$ cat src/hdl/irfs_pkg.sv
// irfs_pkg: shared types and constants of the infrared remote frame sequencer
// no dependencies; imported by every module of the block
`default_nettype none

package irfs_pkg;

	localparam int unsigned ADDR_WIDTH = 5;
	localparam int unsigned DATA_WIDTH = 32;

	localparam logic [2:0] REG_START_TIMING  = 3'd0;
	localparam logic [2:0] REG_ONE_TIMING    = 3'd1;
	localparam logic [2:0] REG_ZERO_TIMING   = 3'd2;
	localparam logic [2:0] REG_REPEAT_TIMING = 3'd3;
	localparam logic [2:0] REG_REPEAT_TIME   = 3'd4;
	localparam logic [2:0] REG_FRAME_FORMAT  = 3'd5;
	localparam logic [2:0] REG_NO_STOP_BIT   = 3'd6;

	localparam logic OP_START = 1'b0;
	localparam logic OP_CYCLE = 1'b1;

	typedef struct packed {
		logic        op;
		logic [31:0] first_word;
		logic [31:0] second_word;
	} item_t;

	typedef struct packed {
		logic [15:0] mark_ticks;
		logic [15:0] space_ticks;
		logic        extended_space;
		logic        carrier_stop;
		logic        busy_res;
	} result_t;

	typedef struct packed {
		logic [31:0] start_timing;
		logic [31:0] one_timing;
		logic [31:0] zero_timing;
		logic [31:0] repeat_timing;
		logic [31:0] repeat_time;
		logic [21:0] frame_format;
		logic        no_stop_bit;
	} cfg_t;

endpackage

`default_nettype wire

$ cat src/hdl/ir_remote_frame_sequencer.sv
// ir_remote_frame_sequencer: top level with input and result registers
// depends on irfs_pkg, irfs_regs, irfs_core
//
// Sequences an infrared remote frame as mark/space intervals. A start request
// loads both data words and answers with the start-bit periods; every
// end-of-cycle request answers with the periods of the next interval. Each
// request gives exactly one result. One request is taken per clock while the
// result side does not stall; a request is held in the input register, its
// result is formed by the frame state machine from that register and held in
// the result register, so the rate is set by the next-state logic. The user
// must write timing registers through the apb port only while the block is
// idle; the block itself does not enforce this.
`default_nettype none

module ir_remote_frame_sequencer #(
	parameter int unsigned TICK_WIDTH = 16,
	parameter int unsigned WORD_WIDTH = 32
) (
	input  wire logic                            clk,
	input  wire logic                            arst_n,
	input  wire logic                            item_valid,
	output logic                                 item_stall,
	input  wire irfs_pkg::item_t                 item,
	output logic                                 result_valid,
	input  wire logic                            result_stall,
	output irfs_pkg::result_t                    result,
	input  wire logic                            psel,
	input  wire logic                            penable,
	input  wire logic                            pwrite,
	input  wire logic [irfs_pkg::ADDR_WIDTH-1:0] paddr,
	input  wire logic [irfs_pkg::DATA_WIDTH-1:0] pwdata,
	output logic      [irfs_pkg::DATA_WIDTH-1:0] prdata,
	output logic                                 pready
);
	import irfs_pkg::*;

	cfg_t    cfg;
	item_t   item_s1;
	logic    valid_s1;
	result_t core_result;
	result_t result_q;
	logic    result_valid_q;
	logic    advance;
	logic    accept;

	assign advance      = valid_s1 && (!result_valid_q || !result_stall);
	assign item_stall   = valid_s1 && result_valid_q && result_stall;
	assign accept       = item_valid && !item_stall;
	assign result_valid = result_valid_q;
	assign result       = result_q;

	irfs_regs u_regs (
		.clk     (clk),
		.arst_n  (arst_n),
		.psel    (psel),
		.penable (penable),
		.pwrite  (pwrite),
		.paddr   (paddr),
		.pwdata  (pwdata),
		.prdata  (prdata),
		.pready  (pready),
		.cfg     (cfg)
	);

	irfs_core #(
		.TICK_WIDTH (TICK_WIDTH),
		.WORD_WIDTH (WORD_WIDTH)
	) u_core (
		.clk    (clk),
		.arst_n (arst_n),
		.fire   (advance),
		.item   (item_s1),
		.cfg    (cfg),
		.result (core_result)
	);

	always_ff @(posedge clk or negedge arst_n) begin
		if (!arst_n) begin
			valid_s1       <= 1'b0;
			result_valid_q <= 1'b0;
		end else begin
			if (accept) begin
				valid_s1 <= 1'b1;
			end else if (advance) begin
				valid_s1 <= 1'b0;
			end
			if (advance) begin
				result_valid_q <= 1'b1;
			end else if (!result_stall) begin
				result_valid_q <= 1'b0;
			end
		end
	end

	always_ff @(posedge clk) begin
		if (accept) begin
			item_s1 <= item;
		end
		if (advance) begin
			result_q <= core_result;
		end
	end

endmodule

`default_nettype wire

$ cat src/hdl/irfs_regs.sv
// irfs_regs: apb-style configuration register file
// depends on irfs_pkg
`default_nettype none

module irfs_regs (
	input  wire logic                            clk,
	input  wire logic                            arst_n,
	input  wire logic                            psel,
	input  wire logic                            penable,
	input  wire logic                            pwrite,
	input  wire logic [irfs_pkg::ADDR_WIDTH-1:0] paddr,
	input  wire logic [irfs_pkg::DATA_WIDTH-1:0] pwdata,
	output logic      [irfs_pkg::DATA_WIDTH-1:0] prdata,
	output logic                                 pready,
	output irfs_pkg::cfg_t                       cfg
);
	import irfs_pkg::*;

	cfg_t       cfg_q;
	logic [2:0] reg_idx;
	logic       wr_en;

	assign pready  = 1'b1;
	assign reg_idx = paddr[4:2];
	assign wr_en   = psel && penable && pwrite && pready;
	assign cfg     = cfg_q;

	always_ff @(posedge clk or negedge arst_n) begin
		if (!arst_n) begin
			cfg_q <= '0;
		end else if (wr_en) begin
			case (reg_idx)
				REG_START_TIMING:  cfg_q.start_timing  <= pwdata;
				REG_ONE_TIMING:    cfg_q.one_timing    <= pwdata;
				REG_ZERO_TIMING:   cfg_q.zero_timing   <= pwdata;
				REG_REPEAT_TIMING: cfg_q.repeat_timing <= pwdata;
				REG_REPEAT_TIME:   cfg_q.repeat_time   <= pwdata;
				REG_FRAME_FORMAT:  cfg_q.frame_format  <= pwdata[21:0];
				REG_NO_STOP_BIT:   cfg_q.no_stop_bit   <= pwdata[0];
				default: ;
			endcase
		end
	end

	always_comb begin
		case (reg_idx)
			REG_START_TIMING:  prdata = cfg_q.start_timing;
			REG_ONE_TIMING:    prdata = cfg_q.one_timing;
			REG_ZERO_TIMING:   prdata = cfg_q.zero_timing;
			REG_REPEAT_TIMING: prdata = cfg_q.repeat_timing;
			REG_REPEAT_TIME:   prdata = cfg_q.repeat_time;
			REG_FRAME_FORMAT:  prdata = {10'd0, cfg_q.frame_format};
			REG_NO_STOP_BIT:   prdata = {31'd0, cfg_q.no_stop_bit};
			default:           prdata = '0;
		endcase
	end

endmodule

`default_nettype wire

$ cat src/hdl/irfs_core.sv
// irfs_core: frame state machine and next-interval logic for one request
// depends on irfs_pkg
`default_nettype none

module irfs_core #(
	parameter int unsigned TICK_WIDTH = 16,
	parameter int unsigned WORD_WIDTH = 32
) (
	input  wire logic            clk,
	input  wire logic            arst_n,
	input  wire logic            fire,
	input  wire irfs_pkg::item_t item,
	input  wire irfs_pkg::cfg_t  cfg,
	output irfs_pkg::result_t    result
);
	import irfs_pkg::*;

	typedef enum logic [2:0] {
		PH_IDLE,
		PH_INITIAL,
		PH_START,
		PH_FIRST,
		PH_MIDDLE,
		PH_SECOND,
		PH_STOP,
		PH_TRAILER
	} phase_t;

	localparam int unsigned HALF_WIDTH = 31;

	phase_t                  phase_q, phase_n, ph_a;
	logic [6:0]              rep_cnt_q, rep_cnt_n, rep_cnt_a, rep_inc;
	logic [6:0]              bit_cnt_q, bit_cnt_n, bit_cnt_a;
	logic [WORD_WIDTH-1:0]   shift_q, shift_n, shift_a;
	logic [31:0]             elapsed_q, elapsed_n, elapsed_a;
	logic [WORD_WIDTH-1:0]   held_first_q, held_first_n;
	logic [WORD_WIDTH-1:0]   held_second_q, held_second_n;
	logic                    busy_q, busy_n;

	logic [6:0]              pkt_len, mid_idx, reps;
	logic                    fast;
	logic [TICK_WIDTH-1:0]   start_m, start_s, one_m, one_s, zero_m, zero_s;
	logic [TICK_WIDTH-1:0]   rpt_m, rpt_s, bit_m, bit_s, half_sat;
	logic [TICK_WIDTH:0]     start_sum, bit_sum, mid_sum, stop_sum;
	logic [31:0]             remain;
	logic [HALF_WIDTH-1:0]   half;

	assign pkt_len = cfg.frame_format[6:0];
	assign mid_idx = cfg.frame_format[13:7];
	assign reps    = cfg.frame_format[20:14];
	assign fast    = cfg.frame_format[21];

	assign start_m = cfg.start_timing[16 +: TICK_WIDTH];
	assign start_s = cfg.start_timing[0 +: TICK_WIDTH];
	assign one_m   = cfg.one_timing[16 +: TICK_WIDTH];
	assign one_s   = cfg.one_timing[0 +: TICK_WIDTH];
	assign zero_m  = cfg.zero_timing[16 +: TICK_WIDTH];
	assign zero_s  = cfg.zero_timing[0 +: TICK_WIDTH];
	assign rpt_m   = cfg.repeat_timing[16 +: TICK_WIDTH];
	assign rpt_s   = cfg.repeat_timing[0 +: TICK_WIDTH];

	assign start_sum = {1'b0, start_m} + {1'b0, start_s};
	assign mid_sum   = {1'b0, one_m} + {1'b0, start_s};
	assign stop_sum  = {1'b0, zero_m} + {1'b0, zero_s};
	assign bit_m     = shift_a[0] ? one_m : zero_m;
	assign bit_s     = shift_a[0] ? one_s : zero_s;
	assign bit_sum   = {1'b0, bit_m} + {1'b0, bit_s};
	assign rep_inc   = rep_cnt_q + 7'd1;

	// trailer halves from the time left in the packet, saturated
	assign remain   = cfg.repeat_time - elapsed_q;
	assign half     = (cfg.repeat_time > elapsed_q) ? remain[31:1] : '0;
	assign half_sat = ((half >> TICK_WIDTH) != '0) ? '1 : half[TICK_WIDTH-1:0];

	always_comb begin
		phase_n       = phase_q;
		rep_cnt_n     = rep_cnt_q;
		bit_cnt_n     = bit_cnt_q;
		shift_n       = shift_q;
		elapsed_n     = elapsed_q;
		held_first_n  = held_first_q;
		held_second_n = held_second_q;
		busy_n        = busy_q;
		result        = '0;
		ph_a          = phase_q;
		rep_cnt_a     = (phase_q == PH_INITIAL) ? 7'd0 : rep_cnt_q;
		bit_cnt_a     = bit_cnt_q;
		shift_a       = shift_q;
		elapsed_a     = elapsed_q;

		// advance from the interval just finished
		case (phase_q)
			PH_INITIAL, PH_START: begin
				bit_cnt_a = '0;
				shift_a   = held_first_q;
				elapsed_a = 32'(start_sum);
				if (rep_cnt_a != 7'd0 && fast) begin
					bit_cnt_a = pkt_len;
					ph_a      = PH_STOP;
				end else if (mid_idx == 7'd0) begin
					ph_a = PH_SECOND;
				end else begin
					ph_a = PH_FIRST;
				end
			end
			PH_FIRST: begin
				if (bit_cnt_q == mid_idx) ph_a = PH_MIDDLE;
			end
			PH_MIDDLE: begin
				ph_a    = PH_SECOND;
				shift_a = held_second_q;
			end
			PH_SECOND: begin
				if (bit_cnt_q == pkt_len) ph_a = cfg.no_stop_bit ? PH_TRAILER : PH_STOP;
			end
			PH_STOP: ph_a = PH_TRAILER;
			default: ;
		endcase

		if (item.op == OP_START) begin
			held_first_n       = item.first_word[WORD_WIDTH-1:0];
			held_second_n      = item.second_word[WORD_WIDTH-1:0];
			busy_n             = 1'b1;
			elapsed_n          = '0;
			phase_n            = PH_INITIAL;
			result.mark_ticks  = 16'(start_m);
			result.space_ticks = 16'(start_s);
			result.busy_res    = 1'b1;
		end else if (phase_q == PH_IDLE) begin
			result = '0;
		end else if (phase_q == PH_TRAILER) begin
			// packet complete
			rep_cnt_n = rep_inc;
			if (rep_inc >= reps) begin
				phase_n             = PH_IDLE;
				busy_n              = 1'b0;
				result.mark_ticks   = 16'(start_m);
				result.space_ticks  = 16'(start_s);
				result.carrier_stop = 1'b1;
				result.busy_res     = 1'b0;
			end else begin
				phase_n            = PH_START;
				result.mark_ticks  = 16'(rpt_m);
				result.space_ticks = 16'(rpt_s);
				result.busy_res    = busy_q;
			end
		end else begin
			phase_n         = ph_a;
			rep_cnt_n       = rep_cnt_a;
			bit_cnt_n       = bit_cnt_a;
			shift_n         = shift_a;
			elapsed_n       = elapsed_a;
			result.busy_res = busy_q;
			case (ph_a)
				PH_FIRST, PH_SECOND: begin
					result.mark_ticks  = 16'(bit_m);
					result.space_ticks = 16'(bit_s);
					elapsed_n          = elapsed_a + 32'(bit_sum);
					bit_cnt_n          = bit_cnt_a + 7'd1;
					shift_n            = shift_a >> 1;
				end
				PH_MIDDLE: begin
					result.mark_ticks  = 16'(one_m);
					result.space_ticks = 16'(start_s);
					elapsed_n          = elapsed_a + 32'(mid_sum);
				end
				PH_STOP: begin
					result.mark_ticks  = 16'(zero_m);
					result.space_ticks = 16'(zero_s);
					elapsed_n          = elapsed_a + 32'(stop_sum);
				end
				default: begin
					result.mark_ticks     = 16'(half_sat);
					result.space_ticks    = 16'(half_sat);
					result.extended_space = 1'b1;
				end
			endcase
		end
	end

	always_ff @(posedge clk or negedge arst_n) begin
		if (!arst_n) begin
			phase_q       <= PH_IDLE;
			rep_cnt_q     <= '0;
			bit_cnt_q     <= '0;
			shift_q       <= '0;
			elapsed_q     <= '0;
			held_first_q  <= '0;
			held_second_q <= '0;
			busy_q        <= 1'b0;
		end else if (fire) begin
			phase_q       <= phase_n;
			rep_cnt_q     <= rep_cnt_n;
			bit_cnt_q     <= bit_cnt_n;
			shift_q       <= shift_n;
			elapsed_q     <= elapsed_n;
			held_first_q  <= held_first_n;
			held_second_q <= held_second_n;
			busy_q        <= busy_n;
		end
	end

endmodule

`default_nettype wire

$ cat config.mk
export PLATFORM = sky130hd
export DESIGN_NAME = ir_remote_frame_sequencer
export DESIGN_NICKNAME = d
export VERILOG_FILES = /design/src/hdl/irfs_pkg.sv /design/src/hdl/ir_remote_frame_sequencer.sv /design/src/hdl/irfs_regs.sv /design/src/hdl/irfs_core.sv
export SDC_FILE = /design/constraint.sdc
export NUM_CORES = 1
export LEC_CHECK = 0
export BUFFER_PORTS_ARGS = -buffer_cell sky130_fd_sc_hd__buf_2
export CORE_UTILIZATION = 60
export DETAILED_ROUTE_END_ITERATION = 7
export GPL_TIMING_DRIVEN = 0
export PLACE_DENSITY = 0.79
export SYNTH_ARGS = -nofsm -noshare
export SYNTH_HDL_FRONTEND = slang
export SYNTH_SLANG_ARGS = --single-unit
$ cat constraint.sdc
create_clock -name clk -period 6.45 [get_ports clk]
set_input_delay 0 -clock clk [delete_from_list [all_inputs] [get_ports clk]]
set_output_delay 0 -clock clk [all_outputs]
set_load 0.02 [all_outputs]
=== Word level (Yosys, flattened, before mapping) ===
Index checks and enable logic that the tools add are counted.

* Add/sub/neg operators: 10
* Reduce and logical (&&, ||, !) cells: 34
* Bitwise logic cells: 3
* Equal/unequal tests: 22
* Order comparisons: 2
* Multiplexer cells: 44

{| class="wikitable"
|+ Operators by type and width
! kind !! number
|-
| 2-to-1 mux 32 bit || 8
|-
| case mux 32 bit (7 select lines) || 1
|-
| case mux 32 bit (3 select lines) || 2
|-
| adder 32 x 17 -> 32 bit || 3
|-
| adder 16 x 16 -> 17 bit || 4
|-
| case mux 32 bit (2 select lines) || 1
|-
| 2-to-1 mux 16 bit || 3
|-
| 2-to-1 mux 35 bit || 1
|-
| 2-to-1 mux 7 bit || 5
|-
| > comparator 32 bit || 1
|-
| subtractor 32 bit || 1
|-
| 2-to-1 mux 31 bit || 1
|-
| nonzero test 31 bit || 1
|-
| equality test 3 bit, second input constant || 10
|-
| 2-to-1 mux 3 bit || 7
|-
| AND reduction 2 bit || 9
|-
| equality test 3 x 2 -> 1 bit, second input constant || 5
|-
| case mux 3 bit (5 select lines) || 1
|-
| adder 7 x 1 -> 7 bit, second input constant || 2
|-
| equality test 7 bit || 2
|-
| 2-to-1 mux 1 bit || 13
|-
| >= comparator 7 bit || 1
|-
| logical AND 1 bit || 7
|-
| logical NOT 7 bit || 1
|-
| 15 further kinds || 25
|}

* Input bits: 109
* Logic and storage cells: 140
* Output and inout port bits: 70
* Register bits: 431

=== Depth between registers and ports, before layout ===
* Depth after elaboration: 12
* Mapped depth: 24
* Mapped depth without buffers: 24

=== Cells and area by module ===
A second synthesis with hierarchy kept.

* Cell total of the unflattened synthesis: 2747
* Area total of the unflattened synthesis: 27749.1 µm²

{| class="wikitable"
|+ By module, submodules not included
! module !! times used !! cells an instance !! area an instance (µm²)
|-
| irfs_core || 1 || 2041 || 16273.1
|-
| irfs_regs || 1 || 598 || 8380.5
|-
| ir_remote_frame_sequencer || 1 || 108 || 3095.5
|}

=== Worst setup path after synthesis ===
OpenSTA, ideal clock, no wires.

* Path kind: register to register
* Start point: reg u_regs.cfg_q (netlist bit u_regs.cfg[151])
* End point: reg u_core.elapsed_q[17]
* Slack: 0.859 ns
* Library setup time: 0.135 ns
* Cell stages (with the launch flop): 21
* Arrival: 5.456 ns
* Path buffers: 0
* Data required time: 6.315 ns
* Path through: dfrtp_1 ha_1 inv_1 fa_1 nor2b_1 o21ai_0 a21boi_0 o41a_1 a211oi_1 o311ai_0 fa_1 ha_1 and3_1 a221o_1 nor2b_1 a2111o_1 a21o_1 mux2_2 xnor2_1 a222oi_1 o21ai_0

* Longest elaborated chain between the ends: 7

{| class="wikitable"
|+ RTL lines
! what !! line !! RTL
|-
| from (decl) || irfs_regs.sv:19 || <nowiki>cfg_t cfg_q;</nowiki>
|-
| adder 16 x 16 -> 17 bit || irfs_core.sv:62 || <nowiki>assign start_sum = {1'b0, start_m} + {1'b0, start_s};</nowiki>
|-
| 2-to-1 mux 32 bit || irfs_core.sv:92 || <nowiki>case (phase_q)</nowiki>
|-
| adder 32 x 17 -> 32 bit, on equally long branches || irfs_core.sv:170, irfs_core.sv:158, irfs_core.sv:165 ||
|-
| case mux 32 bit (3 select lines) (*) || irfs_core.sv:154 || <nowiki>case (ph_a)</nowiki>
|-
| 2-to-1 mux 32 bit (*) || irfs_core.sv:131 || <nowiki>end else if (phase_q == PH_TRAILER) begin</nowiki>
|-
| 2-to-1 mux 32 bit (*) || irfs_core.sv:129 || <nowiki>end else if (phase_q == PH_IDLE) begin</nowiki>
|-
| 2-to-1 mux 32 bit (*) || irfs_core.sv:120 || <nowiki>if (item.op == OP_START) begin</nowiki>
|-
| to (signal assigned) || irfs_core.sv:196 || <nowiki>elapsed_q <= elapsed_n;</nowiki>
|-
| to (decl) || irfs_core.sv:35 || <nowiki>logic [31:0] elapsed_q, elapsed_n, elapsed_a;</nowiki>
|}

Every way passes the cells marked *; elsewhere a longest branch is shown, timed or not. The select of a mux whose other input is x is not followed.
A chain may end at the register's enable or synchronous reset.

=== Worst setup path after layout ===
* Start point: reg u_regs.cfg_q (netlist bit u_regs.cfg[152])
* End point: reg u_core.elapsed_q[17]

Same word-level chain as after synthesis.

==> impl_metrics.tcl <==
set metrics [dict create \
    track_usage_pct 48.8 \
    area_delta_synth_final_pct 16.5 \
    portBuffers 173 \
    drc 0 \
    end_kind "register" \
    path_buf_inv 0 \
    dp_slack_ns -1.58 \
    ys_types 86 \
    syn_inst 2697 \
    die_x_um 215 \
    met3_usage_pct 13.4 \
    setup_ws_ns 0.140 \
    cts.sinks 431 \
    ir_drop_mv 0.403 \
    drtPass1Iterations 8 \
    dieArea_mm2 0.0464 \
    cts.reportedPaths.clkPinSlew_ns 0.07 \
    placement_rows 77 \
    gp_congestion 1.06 \
    cts_buffer_depth 3 \
    clk_latency_ns 0.61 \
    syn-mean-instance-area_um2 10.1 \
    startpoint "u_regs.cfg[152]" \
    placed_area_mm2 0.0291 \
    postCtsSetupRepairBufs 0 \
    p_sw_mw 9.78 \
    fin_tns_setup_ns 0 \
    fp.coreArea_mm2 0.0446 \
    drv_slew 0 \
    die_h_um 215 \
    status "complete, but fails checks" \
    cts.htree.levels 2 \
    start_kind "register" \
    viasPerCell 7.11 \
    syn_area_mm2 0.0273 \
    drv_cap 0 \
    synth.area.top_cells "dfrtp_1 30%, mux2_2 11%, edfxtp_1 11%" \
    r2r_slack_ns 0.14 \
    pwr-share-seq_pct 21.8 \
    met2_usage_pct 71.6 \
    antenna_found_initial 3 \
    r2r_start "u_regs.cfg[152]" \
    ys_warn_count 0 \
    swShare_pct 51.9 \
    r2r-end "u_core.elapsed_q[17]" \
    fin_crit_sh_pct 97.8 \
    rsz0062_at_grt "true" \
    grt_max_degree 119 \
    boundaryPins 179 \
    yosys.area.top_type "dfrtp_1" \
    use_met1_pct 62.2 \
    path_cells "ha_1, a21o_1, a21o_1, a2111oi_4, or3_1, nand3_1, a31o_2, a2111oi_2, a211oi_2, fa_1, ha_1, and3_1, a221o_1, nor2b_1, a2111o_1, a21o_1, mux2_2, xnor2_1, a222oi_1, o21ai_0" \
    crit_fanout 7 \
    max_stage_delay_ns 0.50 \
    relSlewSlack_pct 18.5 \
    setup_viol 0 \
    cts_tree "done" \
    grt_pass1_wl_um 166000 \
    synth_flop_cell "dfrtp_1" \
    intPower_mw 9.08 \
    synth-seq-cells 431 \
    crit_path_frequent_cell "a21o_1" \
    p_per_area_mw_per_mm2 592 \
    power_frac_clock_pct 15.1 \
    timing.hold.ws_ns -0.0376 \
    worstPathRequired_ns 6.90 \
    dp_hpwl_um 80700 \
    hold_violations 10 \
    cpLargestDelayFamily "compound AO/OA/AOI/OAI gates" \
    ys_seq_area_share_pct 41.3 \
    crit_path_top_delay_cell "fa_1" \
    finalWirelength_um 113000 \
    final.setup_skew_ns 0.0258 \
    cts_made_buffers 47 \
    crit_path_end "u_core.elapsed_q[17]" \
    grt_pass1_vias 25519 \
    worstPathArrival_ns 6.76 \
    start_util_pct 61.3 \
    top_usage_layer "met2" \
    p_comb_share_pct 63.1 \
    synth_commonest_cells "331 x dfrtp_1, 271 x nand2_1, 268 x mux2_2, 186 x a21oi_1, 162 x o21ai_0" \
    period_needed_ns 6.31 \
    nNetsFinal 3290 \
    final_cell_area_mm2 0.0319 \
    yosysMostFrequentCell "dfrtp_1" \
    fmax_ghz 0.158 \
    crit_cells 20 \
    vias 25984 \
    dpl.cell_count 3466 \
    rr_worst_depth 20 \
    drive_above_1_share_pct 20.0 \
    hold_path.class "primary input to async pin" \
    synth_nets 2964 \
    ant_nets 0 \
    synth_top_area_share_pct 30.3 \
    power_leakage_nw 13.7 \
    synthArstFlopShare_pct 76.8 \
    overflow 0 \
    failed_checks "hold timing" \
    synth_edf_count 100 \
    drt_iter0_drc 4070 \
    path_class "register to register" \
    instances_no_fill 3657 \
    post_drt_wl_per_cell_um 31.0 \
    root_buffer "clkbuf_16" \
    worstMarginPinSlew_ns 1.21 \
]
==> state kept, by name, indices dropped and copies added (netlist names) <==
register              count
u_core.busy_q             1
u_regs.cfg              183
valid_s1                  1
u_core.shift_q           32
item_s1                  65
u_core.held_first_q      32
u_core.held_second_q     32
u_core.phase_q            3
u_core.bit_cnt_q          7
u_core.rep_cnt_q          7
result                   35
result_valid              1
u_core.elapsed_q         32
==> layout by cell type (no fill, tap or decap), types with 100 or more instances in the layout <==
master / Yosys / layout
nand2_1: 271 / 271
edfxtp_1: 100 / 100
mux2_2: 268 / 268
nor2_1: 146 / 145
buf_2: 11 / 182
clkbuf_1: 124 / 126
a21oi_1: 186 / 185
dfrtp_1: 331 / 331
ha_1: 105 / 105
inv_1: 108 / 108
o21ai_0: 162 / 149
dlygate4sd3_1: 0 / 101
==> per-layer routing <==
metal	vias up	wire length (um)
met3	560	15600
met4	4	9780
met2	2333	48000
li1	10620	-
met1	12467	40000
met5	-	27
==> cells by family (layout without fill, tap and decap cells) <==
group / count (synthesis) / after routing / share of synthesized area (%)
fa+ha+maj: 158 / 158 / 8.68
simple gates: 635 / 635 / 10.6
mux: 340 / 340 / 14.3
compound gates: 767 / 767 / 18.3
xor+xnor: 96 / 96 / 3.07
buf+inv: 269 / 634 / 3.78
other cells: 1 / 4 / 0.0137
flops: 431 / 431 / 41.3
==> cell type report <==
class | instances | area [um2]
multi-input cells | 1997 | 15200
fillers | 3156 | 12700
flip-flops and latches | 431 | 11300
repair buffers | 278 | 1970
clock buffers | 63 | 1320
well taps | 592 | 741
plain buffers | 158 | 642
inverters | 110 | 414
clock inverters | 25 | 272
diodes | 3 | 7.51
==> metrics by stage <==
| step | total power [mW] | util, % |
|---|---|---|
| after floorplan | 11.1 | - |
| after global placement | 14.7 | 64.9 |
| after detailed placement | 14.9 | 65.1 |
| after CTS | 17.9 | 71.1 |
| after global routing | 19.5 | 71.4 |
| final | 18.9 | 71.4 |
==> timing repair <==
action	4_1_cts	5_1_grt
hold buffers	101	0
setup endpoints to repair	26	18
pin swaps	0	0
gates resized for setup	35	32
endpoints found under the hold margin	346	0
==> how the worst min path moves through the flow <==
stage | end | slack, ns | depth (start not counted)
floorplan | result_valid | -0.30 | 0
global placement | item_s1[1] | 0.18 | 1
detailed placement | u_regs.cfg[122] | 0.06 | 1
CTS | u_regs.cfg[0] | 0.01 | 4
global route | u_regs.cfg[156] | 0.05 | 2
finish | u_regs.cfg[156] | -0.04 | 2
==> worst reg2reg max path: stages (launching register included) <==
cell       delay, ns
dfrtp_1         0.49
ha_1            0.35
a21o_1          0.18
a21o_1          0.23
a2111oi_4       0.48
or3_1           0.22
nand3_1         0.15
a31o_2          0.29
a2111oi_2       0.41
a211oi_2        0.15
fa_1            0.50
ha_1            0.38
and3_1          0.22
a221o_1         0.37
nor2b_1         0.13
a2111o_1        0.43
a21o_1          0.29
mux2_2          0.34
xnor2_1         0.14
a222oi_1        0.28
o21ai_0         0.13
==> power groups by stage <==
stage | registers, mW | clock network [mW] | logic [mW]
floorplan | 3.97 | 0 | 7.14
global placement | 4.04 | 0 | 10.7
detailed placement | 4.07 | 0 | 10.9
CTS | 4.03 | 2.80 | 11.1
global route | 4.14 | 2.93 | 12.5
finish | 4.11 | 2.86 | 11.9
Note: power is estimated with default switching activity, not from simulation.
